[src/hw/rtl/bounded_lifo_stack_with_dump_defines.svh]
// assertion macros shared by the stack rtl
`ifndef BOUNDED_LIFO_STACK_WITH_DUMP_DEFINES_SVH
`define BOUNDED_LIFO_STACK_WITH_DUMP_DEFINES_SVH

// property that must hold at every clock edge out of reset
`define BLS_ASSERT_ALWAYS(lbl, expr, msg) \
  lbl: assert property (@(posedge clk) disable iff (!rst_n) (expr)) else $error(msg);

// consequence checked in the same cycle as the trigger
`define BLS_ASSERT_IMP(lbl, ante, cons, msg) \
  lbl: assert property (@(posedge clk) disable iff (!rst_n) (ante) |-> (cons)) \
    else $error(msg);

// consequence checked in the cycle after the trigger
`define BLS_ASSERT_NEXT(lbl, ante, cons, msg) \
  lbl: assert property (@(posedge clk) disable iff (!rst_n) (ante) |=> (cons)) \
    else $error(msg);

`endif

[src/hw/rtl/bls_pkg.sv]
// shared types and constants of the bounded stack
package bls_pkg;

  // fixed widths of the word fields and the capacity register
  localparam int VAL_W = 32;
  localparam int CAP_W = 7;
  localparam logic [CAP_W-1:0] CAP_RESET = 7'd64;

  typedef logic [CAP_W-1:0] cap_t;

  // input command codes
  typedef enum logic [1:0] {
    CMD_PUSH        = 2'd0,
    CMD_POP         = 2'd1,
    CMD_DUMP_TOP    = 2'd2,
    CMD_DUMP_BOTTOM = 2'd3
  } cmd_e;

  // one input word
  typedef struct packed {
    cmd_e                    command;
    logic signed [VAL_W-1:0] push_value;
  } in_word_t;

  // one result word
  typedef struct packed {
    logic signed [VAL_W-1:0] entry_value;
    logic                    last;
  } out_word_t;

  // per-cycle move of the cell chain
  typedef enum logic [1:0] {
    OP_HOLD,
    OP_SHIFT_DOWN,
    OP_SHIFT_UP
  } cell_op_t;

  // controller states
  typedef enum logic {
    ST_IDLE,
    ST_DUMP
  } state_t;

endpackage

[src/hw/rtl/bls_cell.sv]
// one storage cell of the stack chain
module bls_cell (
  input  logic                             clk,
  input  bls_pkg::cell_op_t                op,
  input  logic signed [bls_pkg::VAL_W-1:0] prev_val,
  input  logic signed [bls_pkg::VAL_W-1:0] next_val,
  output logic signed [bls_pkg::VAL_W-1:0] val
);
  import bls_pkg::*;

  logic signed [VAL_W-1:0] val_r;
  logic signed [VAL_W-1:0] val_nxt;

  // take the value from the neighbour nearer the top or nearer the bottom
  always_comb begin
    case (op)
      OP_SHIFT_DOWN: val_nxt = prev_val;
      OP_SHIFT_UP:   val_nxt = next_val;
      default:       val_nxt = val_r;
    endcase
  end

  always_ff @(posedge clk) begin
    val_r <= val_nxt;
  end

  assign val = val_r;

endmodule

[src/hw/rtl/bounded_lifo_stack_with_dump.sv]
// Bounded LIFO stack of signed 32-bit values held in a chain of DEPTH cells, cell 0 being the
// top. A push shifts the chain down by one and a pop shifts it up by one, so both take one
// word per cycle outside a dump. A dump word stalls the input until the dump ends: the whole
// chain is rotated once round, one cell per cycle unless a result is held back, and the stored
// entries are emitted on the way (top first from cell 0, bottom first from the last cell),
// leaving the contents as they were. Output back-pressure stretches a dump by the cycles in
// which a result cannot move on. A dump of an empty stack gives no result. Pushes beyond the
// capacity register (saturated to DEPTH) are dropped; pops on an empty stack are dropped.
`include "bounded_lifo_stack_with_dump_defines.svh"

module bounded_lifo_stack_with_dump #(
  parameter int DEPTH = 64
) (
  input  logic               clk,
  input  logic               rst_n,
  // input words
  input  logic               in_valid,
  output logic               in_stall,
  input  bls_pkg::in_word_t  in_data,
  // result words
  output logic               out_valid,
  input  logic               out_stall,
  output bls_pkg::out_word_t out_data,
  // capacity register
  input  logic               cfg_valid,
  output logic               cfg_ready,
  input  bls_pkg::cap_t      cfg_data
);
  import bls_pkg::*;

  localparam int CNT_W = $clog2(DEPTH + 1);
  localparam int IDX_W = (DEPTH > 1) ? $clog2(DEPTH) : 1;

  state_t            state_r, state_nxt;
  logic              dump_top_r, dump_top_nxt;
  logic [IDX_W-1:0]  step_r, step_nxt;
  logic [CNT_W-1:0]  cnt_r, cnt_nxt;
  cap_t              cap_r;
  cap_t              eff_cap;
  logic              out_vld_r, out_vld_nxt;
  out_word_t         out_r, out_nxt;

  cell_op_t                chain_op;
  logic signed [VAL_W-1:0] cell_val [DEPTH];
  logic signed [VAL_W-1:0] top_src;

  logic             in_acc;
  logic             full;
  logic             slot_free;
  logic             emit;
  logic             emit_last;
  logic             adv;
  logic [CNT_W-1:0] step_ext;
  logic             last_step;

  // capacity register, always writable
  assign cfg_ready = 1'b1;

  always_ff @(posedge clk) begin
    if (!rst_n) begin
      cap_r <= CAP_RESET;
    end else if (cfg_valid && cfg_ready) begin
      cap_r <= cfg_data;
    end
  end

  assign eff_cap = (cap_r > CAP_W'(DEPTH)) ? CAP_W'(DEPTH) : cap_r;
  assign full    = (CAP_W'(cnt_r) >= eff_cap);

  // input handshake
  assign in_stall = (state_r != ST_IDLE);
  assign in_acc   = in_valid && !in_stall;

  // dump step decode
  assign step_ext  = CNT_W'(step_r);
  assign last_step = (step_r == IDX_W'(DEPTH - 1));
  assign slot_free = !out_vld_r || !out_stall;

  always_comb begin
    if (dump_top_r) begin
      emit      = (step_ext < cnt_r);
      emit_last = (step_ext == cnt_r - CNT_W'(1));
    end else begin
      emit      = (step_ext >= CNT_W'(DEPTH) - cnt_r);
      emit_last = last_step;
    end
  end

  assign adv = (state_r == ST_DUMP) && (!emit || slot_free);

  // controller: next state, fill count and chain move
  always_comb begin
    state_nxt    = state_r;
    dump_top_nxt = dump_top_r;
    step_nxt     = step_r;
    cnt_nxt      = cnt_r;
    chain_op     = OP_HOLD;
    top_src      = cell_val[DEPTH-1];
    case (state_r)
      ST_IDLE: begin
        if (in_acc) begin
          case (in_data.command)
            CMD_PUSH: begin
              if (!full) begin
                chain_op = OP_SHIFT_DOWN;
                top_src  = in_data.push_value;
                cnt_nxt  = cnt_r + CNT_W'(1);
              end
            end
            CMD_POP: begin
              if (cnt_r != '0) begin
                chain_op = OP_SHIFT_UP;
                cnt_nxt  = cnt_r - CNT_W'(1);
              end
            end
            default: begin
              state_nxt    = ST_DUMP;
              dump_top_nxt = (in_data.command == CMD_DUMP_TOP);
              step_nxt     = '0;
            end
          endcase
        end
      end
      ST_DUMP: begin
        if (adv) begin
          chain_op = dump_top_r ? OP_SHIFT_UP : OP_SHIFT_DOWN;
          step_nxt = step_r + IDX_W'(1);
          if (last_step) begin
            state_nxt = ST_IDLE;
          end
        end
      end
      default: begin
        state_nxt = ST_IDLE;
      end
    endcase
  end

  always_ff @(posedge clk) begin
    if (!rst_n) begin
      state_r    <= ST_IDLE;
      dump_top_r <= 1'b0;
      step_r     <= '0;
      cnt_r      <= '0;
    end else begin
      state_r    <= state_nxt;
      dump_top_r <= dump_top_nxt;
      step_r     <= step_nxt;
      cnt_r      <= cnt_nxt;
    end
  end

  // chain of cells: cell 0 is the top, the ends wrap round for a dump
  for (genvar i = 0; i < DEPTH; i++) begin : g_cell
    logic signed [VAL_W-1:0] prev_v;
    logic signed [VAL_W-1:0] next_v;
    if (i == 0) begin : g_top
      assign prev_v = top_src;
    end else begin : g_mid
      assign prev_v = cell_val[i-1];
    end
    if (i == DEPTH - 1) begin : g_bot
      assign next_v = cell_val[0];
    end else begin : g_inner
      assign next_v = cell_val[i+1];
    end
    bls_cell u_cell (
      .clk      (clk),
      .op       (chain_op),
      .prev_val (prev_v),
      .next_val (next_v),
      .val      (cell_val[i])
    );
  end

  // output register
  always_comb begin
    out_vld_nxt = out_vld_r;
    out_nxt     = out_r;
    if (adv && emit) begin
      out_vld_nxt         = 1'b1;
      out_nxt.entry_value = dump_top_r ? cell_val[0] : cell_val[DEPTH-1];
      out_nxt.last        = emit_last;
    end else if (!out_stall) begin
      out_vld_nxt = 1'b0;
    end
  end

  always_ff @(posedge clk) begin
    if (!rst_n) begin
      out_vld_r <= 1'b0;
    end else begin
      out_vld_r <= out_vld_nxt;
    end
  end

  always_ff @(posedge clk) begin
    out_r <= out_nxt;
  end

  assign out_valid = out_vld_r;
  assign out_data  = out_r;

  // checks
  `BLS_ASSERT_ALWAYS(a_cnt_bound, cnt_r <= CNT_W'(DEPTH), "fill count beyond depth")
  `BLS_ASSERT_NEXT(a_cnt_dump, state_r == ST_DUMP, $stable(cnt_r), "fill count moved in dump")
  `BLS_ASSERT_NEXT(a_dump_end, adv && last_step, state_r == ST_IDLE, "dump did not finish")
  `BLS_ASSERT_IMP(a_emit_slot, adv && emit, slot_free, "result word overwritten")

endmodule
[config.mk]
export PLATFORM = sky130hd
export DESIGN_NAME = bounded_lifo_stack_with_dump
export DESIGN_NICKNAME = d
export VERILOG_FILES = /design/src/hw/rtl/bls_pkg.sv /design/src/hw/rtl/bls_cell.sv /design/src/hw/rtl/bounded_lifo_stack_with_dump.sv
export VERILOG_INCLUDE_DIRS = /design/src /design/src/hw/rtl
export SDC_FILE = /design/constraint.sdc
export NUM_CORES = 2
export LEC_CHECK = 0
export ABC_AREA = 1
export CAP_MARGIN = 20
export CORE_MARGIN = 1
export CORE_UTILIZATION = 25
export DETAILED_ROUTE_END_ITERATION = 10
export DONT_BUFFER_PORTS = 1
export MAX_ROUTING_LAYER = met4
export PLACE_DENSITY = 0.44
export SLEW_MARGIN = 15
export SYNTH_ARGS = -nofsm -noshare
export SYNTH_HDL_FRONTEND = slang
export SYNTH_HIERARCHICAL = 1
export SYNTH_SLANG_ARGS = --single-unit
[constraint.sdc]
create_clock -name clk -period 13.97 [get_ports clk]
set_input_delay 3.4925 -clock clk [delete_from_list [all_inputs] [get_ports clk]]
set_output_delay 3.4925 -clock clk [all_outputs]
set_load 0.05 [all_outputs]
### Yosys cells after proc, flatten, opt, wreduce, memory -nomap -nowiden

Index checks and enable logic that the tools add are counted.
Widths: inputs -> output; s select.

* register bits after elaboration: 2104
* bits in latches: 0
* bits in writable memories: 0
* ROM bits: 0
* input bits: 46
* output and inout bits: 36
* word-level logic and storage cells: 204
* memories: 0

* add/subtract/negate cells: 4
* multiply operators: 0
* div/mod/pow operators: 0
* $lt $le $gt $ge: 4
* equality and inequality tests: 12
* shifts and indexed selects: 0
* muxes and demuxes: 93
* bitwise operators: 2
* reduce and logical (&&, ||, !) cells: 17

Operator list (count)
* $pmux 32 s2: 64
* $mux 32: 5
* $mux 7: 3
* $mux 6: 3
* $pmux 7 s2: 1
* $pmux 6 s2: 1
* $mux 1: 9
* $mux 2: 4
* $ne 2x2->1 const B: 4
* $pmux 2 s2: 2
* $add 7x1->7 const B: 1
* $eq 6x7->1: 1
* $ge 6x7->1: 1
* $ge 7x7->1: 1
* $gt 7x7->1 const B: 1
* $lt 6x7->1: 1
* $reduce_bool 7->1: 1
* $sub 7x1->7 const B: 1
* $sub 7x7->7 const A: 1
* $add 6x1->6 const B: 1
* $eq 6x6->1 const B: 1
* $reduce_and 3->1: 2
* $reduce_and 5->1: 1
* $eq 2x1->1 const B: 2
* 10 further kinds: 20

### Logic depth before layout (Yosys ltp)

* depth in word-level cells: 10
* gate-level depth with buffers: 25

### Modules after synthesis

The synthesis kept the hierarchy.

By module, submodules not included
* bls_cell: times used 64, cells each 139, area an instance 1472.7 um^2
* bounded_lifo_stack_with_dump: times used 1, cells each 497, area an instance 3684.8 um^2

### Least setup slack after synthesis

OpenSTA, ideal clock, no wires.

* kind: input -> register
* from: in out_stall
* to: reg g_cell[0].u_cell.val_r[0] (enable)
* arrival: 7.803 ns
* data required time: 13.583 ns
* path slack: 5.780 ns
* stages: 8
* cell sequence: nand2_1 > inv_1 > nand2_4 > nand2_4 > buf_12 > o22ai_1 > ha_1 > inv_1

* longest elaborated chain between the ends: 8
* elaborated cells between the ends (all ways): 9

Ends and longest elaborated chain
* start: declaration: line bounded_lifo_stack_with_dump.sv:22 `input logic out_stall,`
* $logic_not 1->1 *
* $logic_or 1x1->1 *: line bounded_lifo_stack_with_dump.sv:77 `assign slot_free = !out_vld_r || !out_stall;`
* $logic_or 1x1->1 *: line bounded_lifo_stack_with_dump.sv:89 `assign adv = (state_r == ST_DUMP) && (!emit || slot_free);`
* $logic_and 1x1->1 *: line bounded_lifo_stack_with_dump.sv:89
* $mux 2 *: line bounded_lifo_stack_with_dump.sv:125 `if (adv) begin`
* $pmux 2 s2 *: line bounded_lifo_stack_with_dump.sv:99 `case (state_r)`
* net chain_op[1]: line bounded_lifo_stack_with_dump.sv:43 `cell_op_t chain_op;`
* $eq 2x1->1 / $eq 2x2->1 (equally long branches): line bls_cell.sv:16 `case (op)`
* $reduce_bool 2->1 (no line) *
* end signal: assignment: line bls_cell.sv:24 `val_r <= val_nxt;`
* end: declaration: line bls_cell.sv:11 `logic signed [VAL_W-1:0] val_r;`

The timed path passes the listed nets; every way through them passes the cells marked *.
A chain may end at the register's enable or synchronous reset.

### Worst setup path in the final report

* from: in out_stall
* to: reg g_cell[16].u_cell.val_r[17] (enable)

* longest elaborated chain between the ends: 8
* elaborated cells between the ends (all ways): 9

Ends and longest elaborated chain (line)
* $logic_not 1->1 *
* $logic_or 1x1->1 *: bounded_lifo_stack_with_dump.sv:77
* $logic_or 1x1->1 *: bounded_lifo_stack_with_dump.sv:89
* $logic_and 1x1->1 *: bounded_lifo_stack_with_dump.sv:89
* $mux 2 *: bounded_lifo_stack_with_dump.sv:125
* $pmux 2 s2 *: bounded_lifo_stack_with_dump.sv:99
* net chain_op[0]: bounded_lifo_stack_with_dump.sv:43
* $eq 2x1->1 / $eq 2x2->1 (equally long branches): bls_cell.sv:16
* $reduce_bool 2->1 (no line) *
* end signal: assignment: bls_cell.sv:24
* end: declaration: bls_cell.sv:11

Marks and branches as above.

==> flow_metrics.py <==
metrics = {
    "global_routing": {
        "grt-ovfl-total": 0,
        "grt.met1_usage_pct": 17.2,
        "grt_usage_pct": 12.5,
        "use_met3_pct": 1.53,
        "grt_pass1_wl_mm": 383,
        "antenna_found_initial": 4,
        "grt_util_met2_pct": 19.6,
        "grt_pass1_vias": 63700,
        "grt_max_degree": 69,
        "grt-busiest-layer": "met2",
    },
    "timing": {
        "fmax_ghz": 0.155,
        "maxSlewViolCount": 0,
        "whs_ps": 516,
        "fin_crit_ps": 6460,
        "slew_headroom_pct": 37.7,
        "setup_viol": 0,
        "rsz0062_at_grt": "no",
        "worstMarginPinSlew_ps": 934,
        "fin_worst_skew_ps": 44.7,
        "fin_crit_sh_pct": 46.3,
        "hold_viol": 0,
        "fin_tns_setup_ps": 0,
    },
    "cells_and_area": {
        "final_common_cell": "nand2_1",
        "final_area_um2": 107000,
        "final_net_count": 9421,
        "nFillCells": 41300,
        "mostFrequentLayoutCells": "nand2_1 (5632), edfxtp_1 (2081), nand2_2 (642), clkbuf_16 (238), inv_1 (177)",
        "final_core_util_pct": 27.4,
        "drive_above_1_share_pct": 12.4,
        "area_growth_pct": 9.06,
    },
    "synth": {
        "syn_area_um2": 97900,
        "synth_top_area_share_pct": 63.8,
        "ys_seq_area_share_pct": 64.3,
        "yosysTopAreaCell": "edfxtp_1",
        "synth_fp_nets": 9525,
        "synth_cells": 9393,
        "synth_edf_count": 2081,
        "syn-mean-instance-area_um2": 10.4,
        "synthDistinctLibCells": 40,
        "synth-main-ff-cell": "edfxtp_1",
        "ys_seq_elements": 2104,
        "synthArstFlopShare_pct": 0,
        "ys_top_cells_by_area": "edfxtp_1 (64%), nand2_1 (22%), nand2_2 (4.1%)",
        "yosysWarningCount": 6,
    },
    "cts": {
        "numCtsBuffers": 236,
        "clock-sinks": 2104,
        "cts_setup_buffers": 0,
        "cts_hold_buffers": 0,
        "cts_buffer_depth": 4,
        "cts-resized-gates": 0,
        "htree_levels": 4,
        "cts_tree": "done",
        "cts-root-buf": "clkbuf_16",
        "clk-insertion-delay-late_ps": 870,
        "clk_pin_slew_ps": 60,
    },
    "hold_path": {
        "hp-class": "flop to flop",
        "hold_start": "g_cell[28].u_cell/val[18]",
        "worstHoldPathCells": 2,
        "min_to": "g_cell[29].u_cell/val[18]",
    },
    "worst_setup_path": {
        "r2r_cells": 16,
        "reg2reg_slack_ps": 8500,
        "cp_cell_sequence": "nand2_1, inv_1, nand2_4, nand2_4, o21bai_4, buf_4, buf_4, inv_1, ha_1, inv_1, buf_4",
        "endpoint_kind": "flop",
        "setup.worst_path.start_class": "input pin",
        "r2r-end": "g_cell[16].u_cell/val[17]",
        "r2r-start": "cap_r[2]",
        "cpMaxStageDelayCell": "buf_4",
        "crit_required_ps": 14520,
        "cp.buffers_inverters": 6,
        "worstPathMaxFanout": 39,
        "crit_family": "buffers and inverters",
        "path_class": "input pin to flop",
        "cp_data_arrival_time_ps": 7010,
        "slowest_delay_ps": 690,
    },
    "routing": {
        "avgViaCountPerCell": 4.21,
        "antenna_left": 0,
        "post-route-drc-count": 0,
        "via_count": 61800,
        "drt_wl_total_mm": 246,
        "wire_per_inst_um": 16.8,
        "drtIter0Drc": 4940,
        "firstDrtPassIters": 7,
    },
    "die": {
        "die_area_um2": 394000,
        "io_pins": 82,
        "core_um2": 389000,
        "die_w_um": 628,
        "initial_utilization_pct": 25.2,
        "num_rows": 229,
        "die_y_um": 628,
    },
    "power": {
        "leakagePower_nw": 43.8,
        "power.density_nw_per_um2": 169,
        "ir_worst_vdd_mv": 0.107,
    },
    "placed_design": {
        "port_buffers": 0,
        "gp_congestion": 0.837,
        "placedInstanceArea_um2": 99400,
        "place_hpwl_mm": 177,
    },
    "run_status": {
        "status": "finished clean",
    },
    "job": {
        "drv_cap": 0,
    },
}
## synthesized netlist by cell type (23+ instances only)
cell / number
a21oi_1: 23
buf_12: 65
buf_6: 193
clkbuf_8: 192
dfxtp_1: 23
edfxtp_1: 2081
ha_1: 86
inv_1: 194
inv_8: 64
nand2_1: 5632
nand2_2: 642
nor2_1: 35
o21ai_0: 84
## through the flow
| step | instances | total power, mW | worst slack [ps] |
|---|---|---|---|
| after floorplan | 9393 | 11.3 | 5780 |
| after global placement | 14200 | 12.2 | 6530 |
| after detailed placement | 14200 | 12.3 | 6580 |
| after CTS | 14700 | 18.3 | 7530 |
| after global routing | 14700 | 19.0 | 7370 |
| final | 14700 | 18.1 | 7510 |
## report_power, final
| part | internal (mW) | total [mW] | switching (mW) |
|---|---|---|---|
| sequential | 8.70 | 9.57 | 0.869 |
| clock | 3.37 | 5.92 | 2.55 |
| combinational | 0.766 | 2.57 | 1.81 |
| total | 12.8 | 18.1 | 5.22 |
## routing by layer
layer	part of all wire (%)	vias to the layer above
li1	-	30000
met1	48	30300
met2	46	1218
met3	3.9	319
met4	2.3	0
met5	0	-
## registers in the layout (all words and copies together) (netlist names)
name               count
out_data              33
cnt_r                  7
dump_top_r             1
in_stall               1
out_valid              1
g_cell.u_cell/val   2048
cap_r                  7
step_r                 6
## worst max-delay path by stage
| stage | startpoint | to | slack [ps] | cells after the start |
|---|---|---|---|---|
| after floorplan | out_stall | g_cell[0].u_cell/val[0] | 5780 | 8 |
| after global placement | out_stall | g_cell[13].u_cell/val[21] | 6530 | 10 |
| after detailed placement | out_stall | g_cell[16].u_cell/val[15] | 6580 | 11 |
| after CTS | out_stall | g_cell[16].u_cell/val[12] | 7530 | 11 |
| after global routing | out_stall | g_cell[16].u_cell/val[10] | 7370 | 11 |
| final | out_stall | g_cell[16].u_cell/val[17] | 7510 | 11 |
## final cells by class
class,count,area [µm²],area share (%)
Sequential cell,2104,63000,58.9
Multi-Input combinational cell,6560,27400,25.6
Tap cell,5197,6500,6.09
Clock inverter,110,867,0.812
Antenna cell,4,10.0,0.00937
Inverter,259,1450,1.36
Clock buffer,314,6320,5.92
Timing Repair Buffer,128,1340,1.26
## kinds of logic after synthesis
| logic type | after synthesis | share of synthesized area, % |
|---|---|---|
| AND/OR/NAND/NOR | 6337 | 26.0 |
| buffers and inverters | 729 | 7.82 |
| adder cells (fa/ha/maj) | 86 | 1.10 |
| flip-flops | 2104 | 64.3 |
| XOR/XNOR | 13 | 0.116 |
| other | 1 | 0.00383 |
| AO/OA/AOI/OAI | 123 | 0.672 |
## worst register-to-register path, stage by stage, from the launching register on
cell and delay (ps):
dfxtp_1 330, nor4_1 280, nand2_1 100, nand2_1 140, nand2_1 280, ha_1 420, a21oi_1 170, o21a_1 130
nand3_1 270, nor3_2 340, o21bai_4 190, buf_4 340, buf_4 690, inv_1 150, ha_1 330, inv_1 600
buf_4 400
No activity file was read; power rests on OpenSTA's default activity.
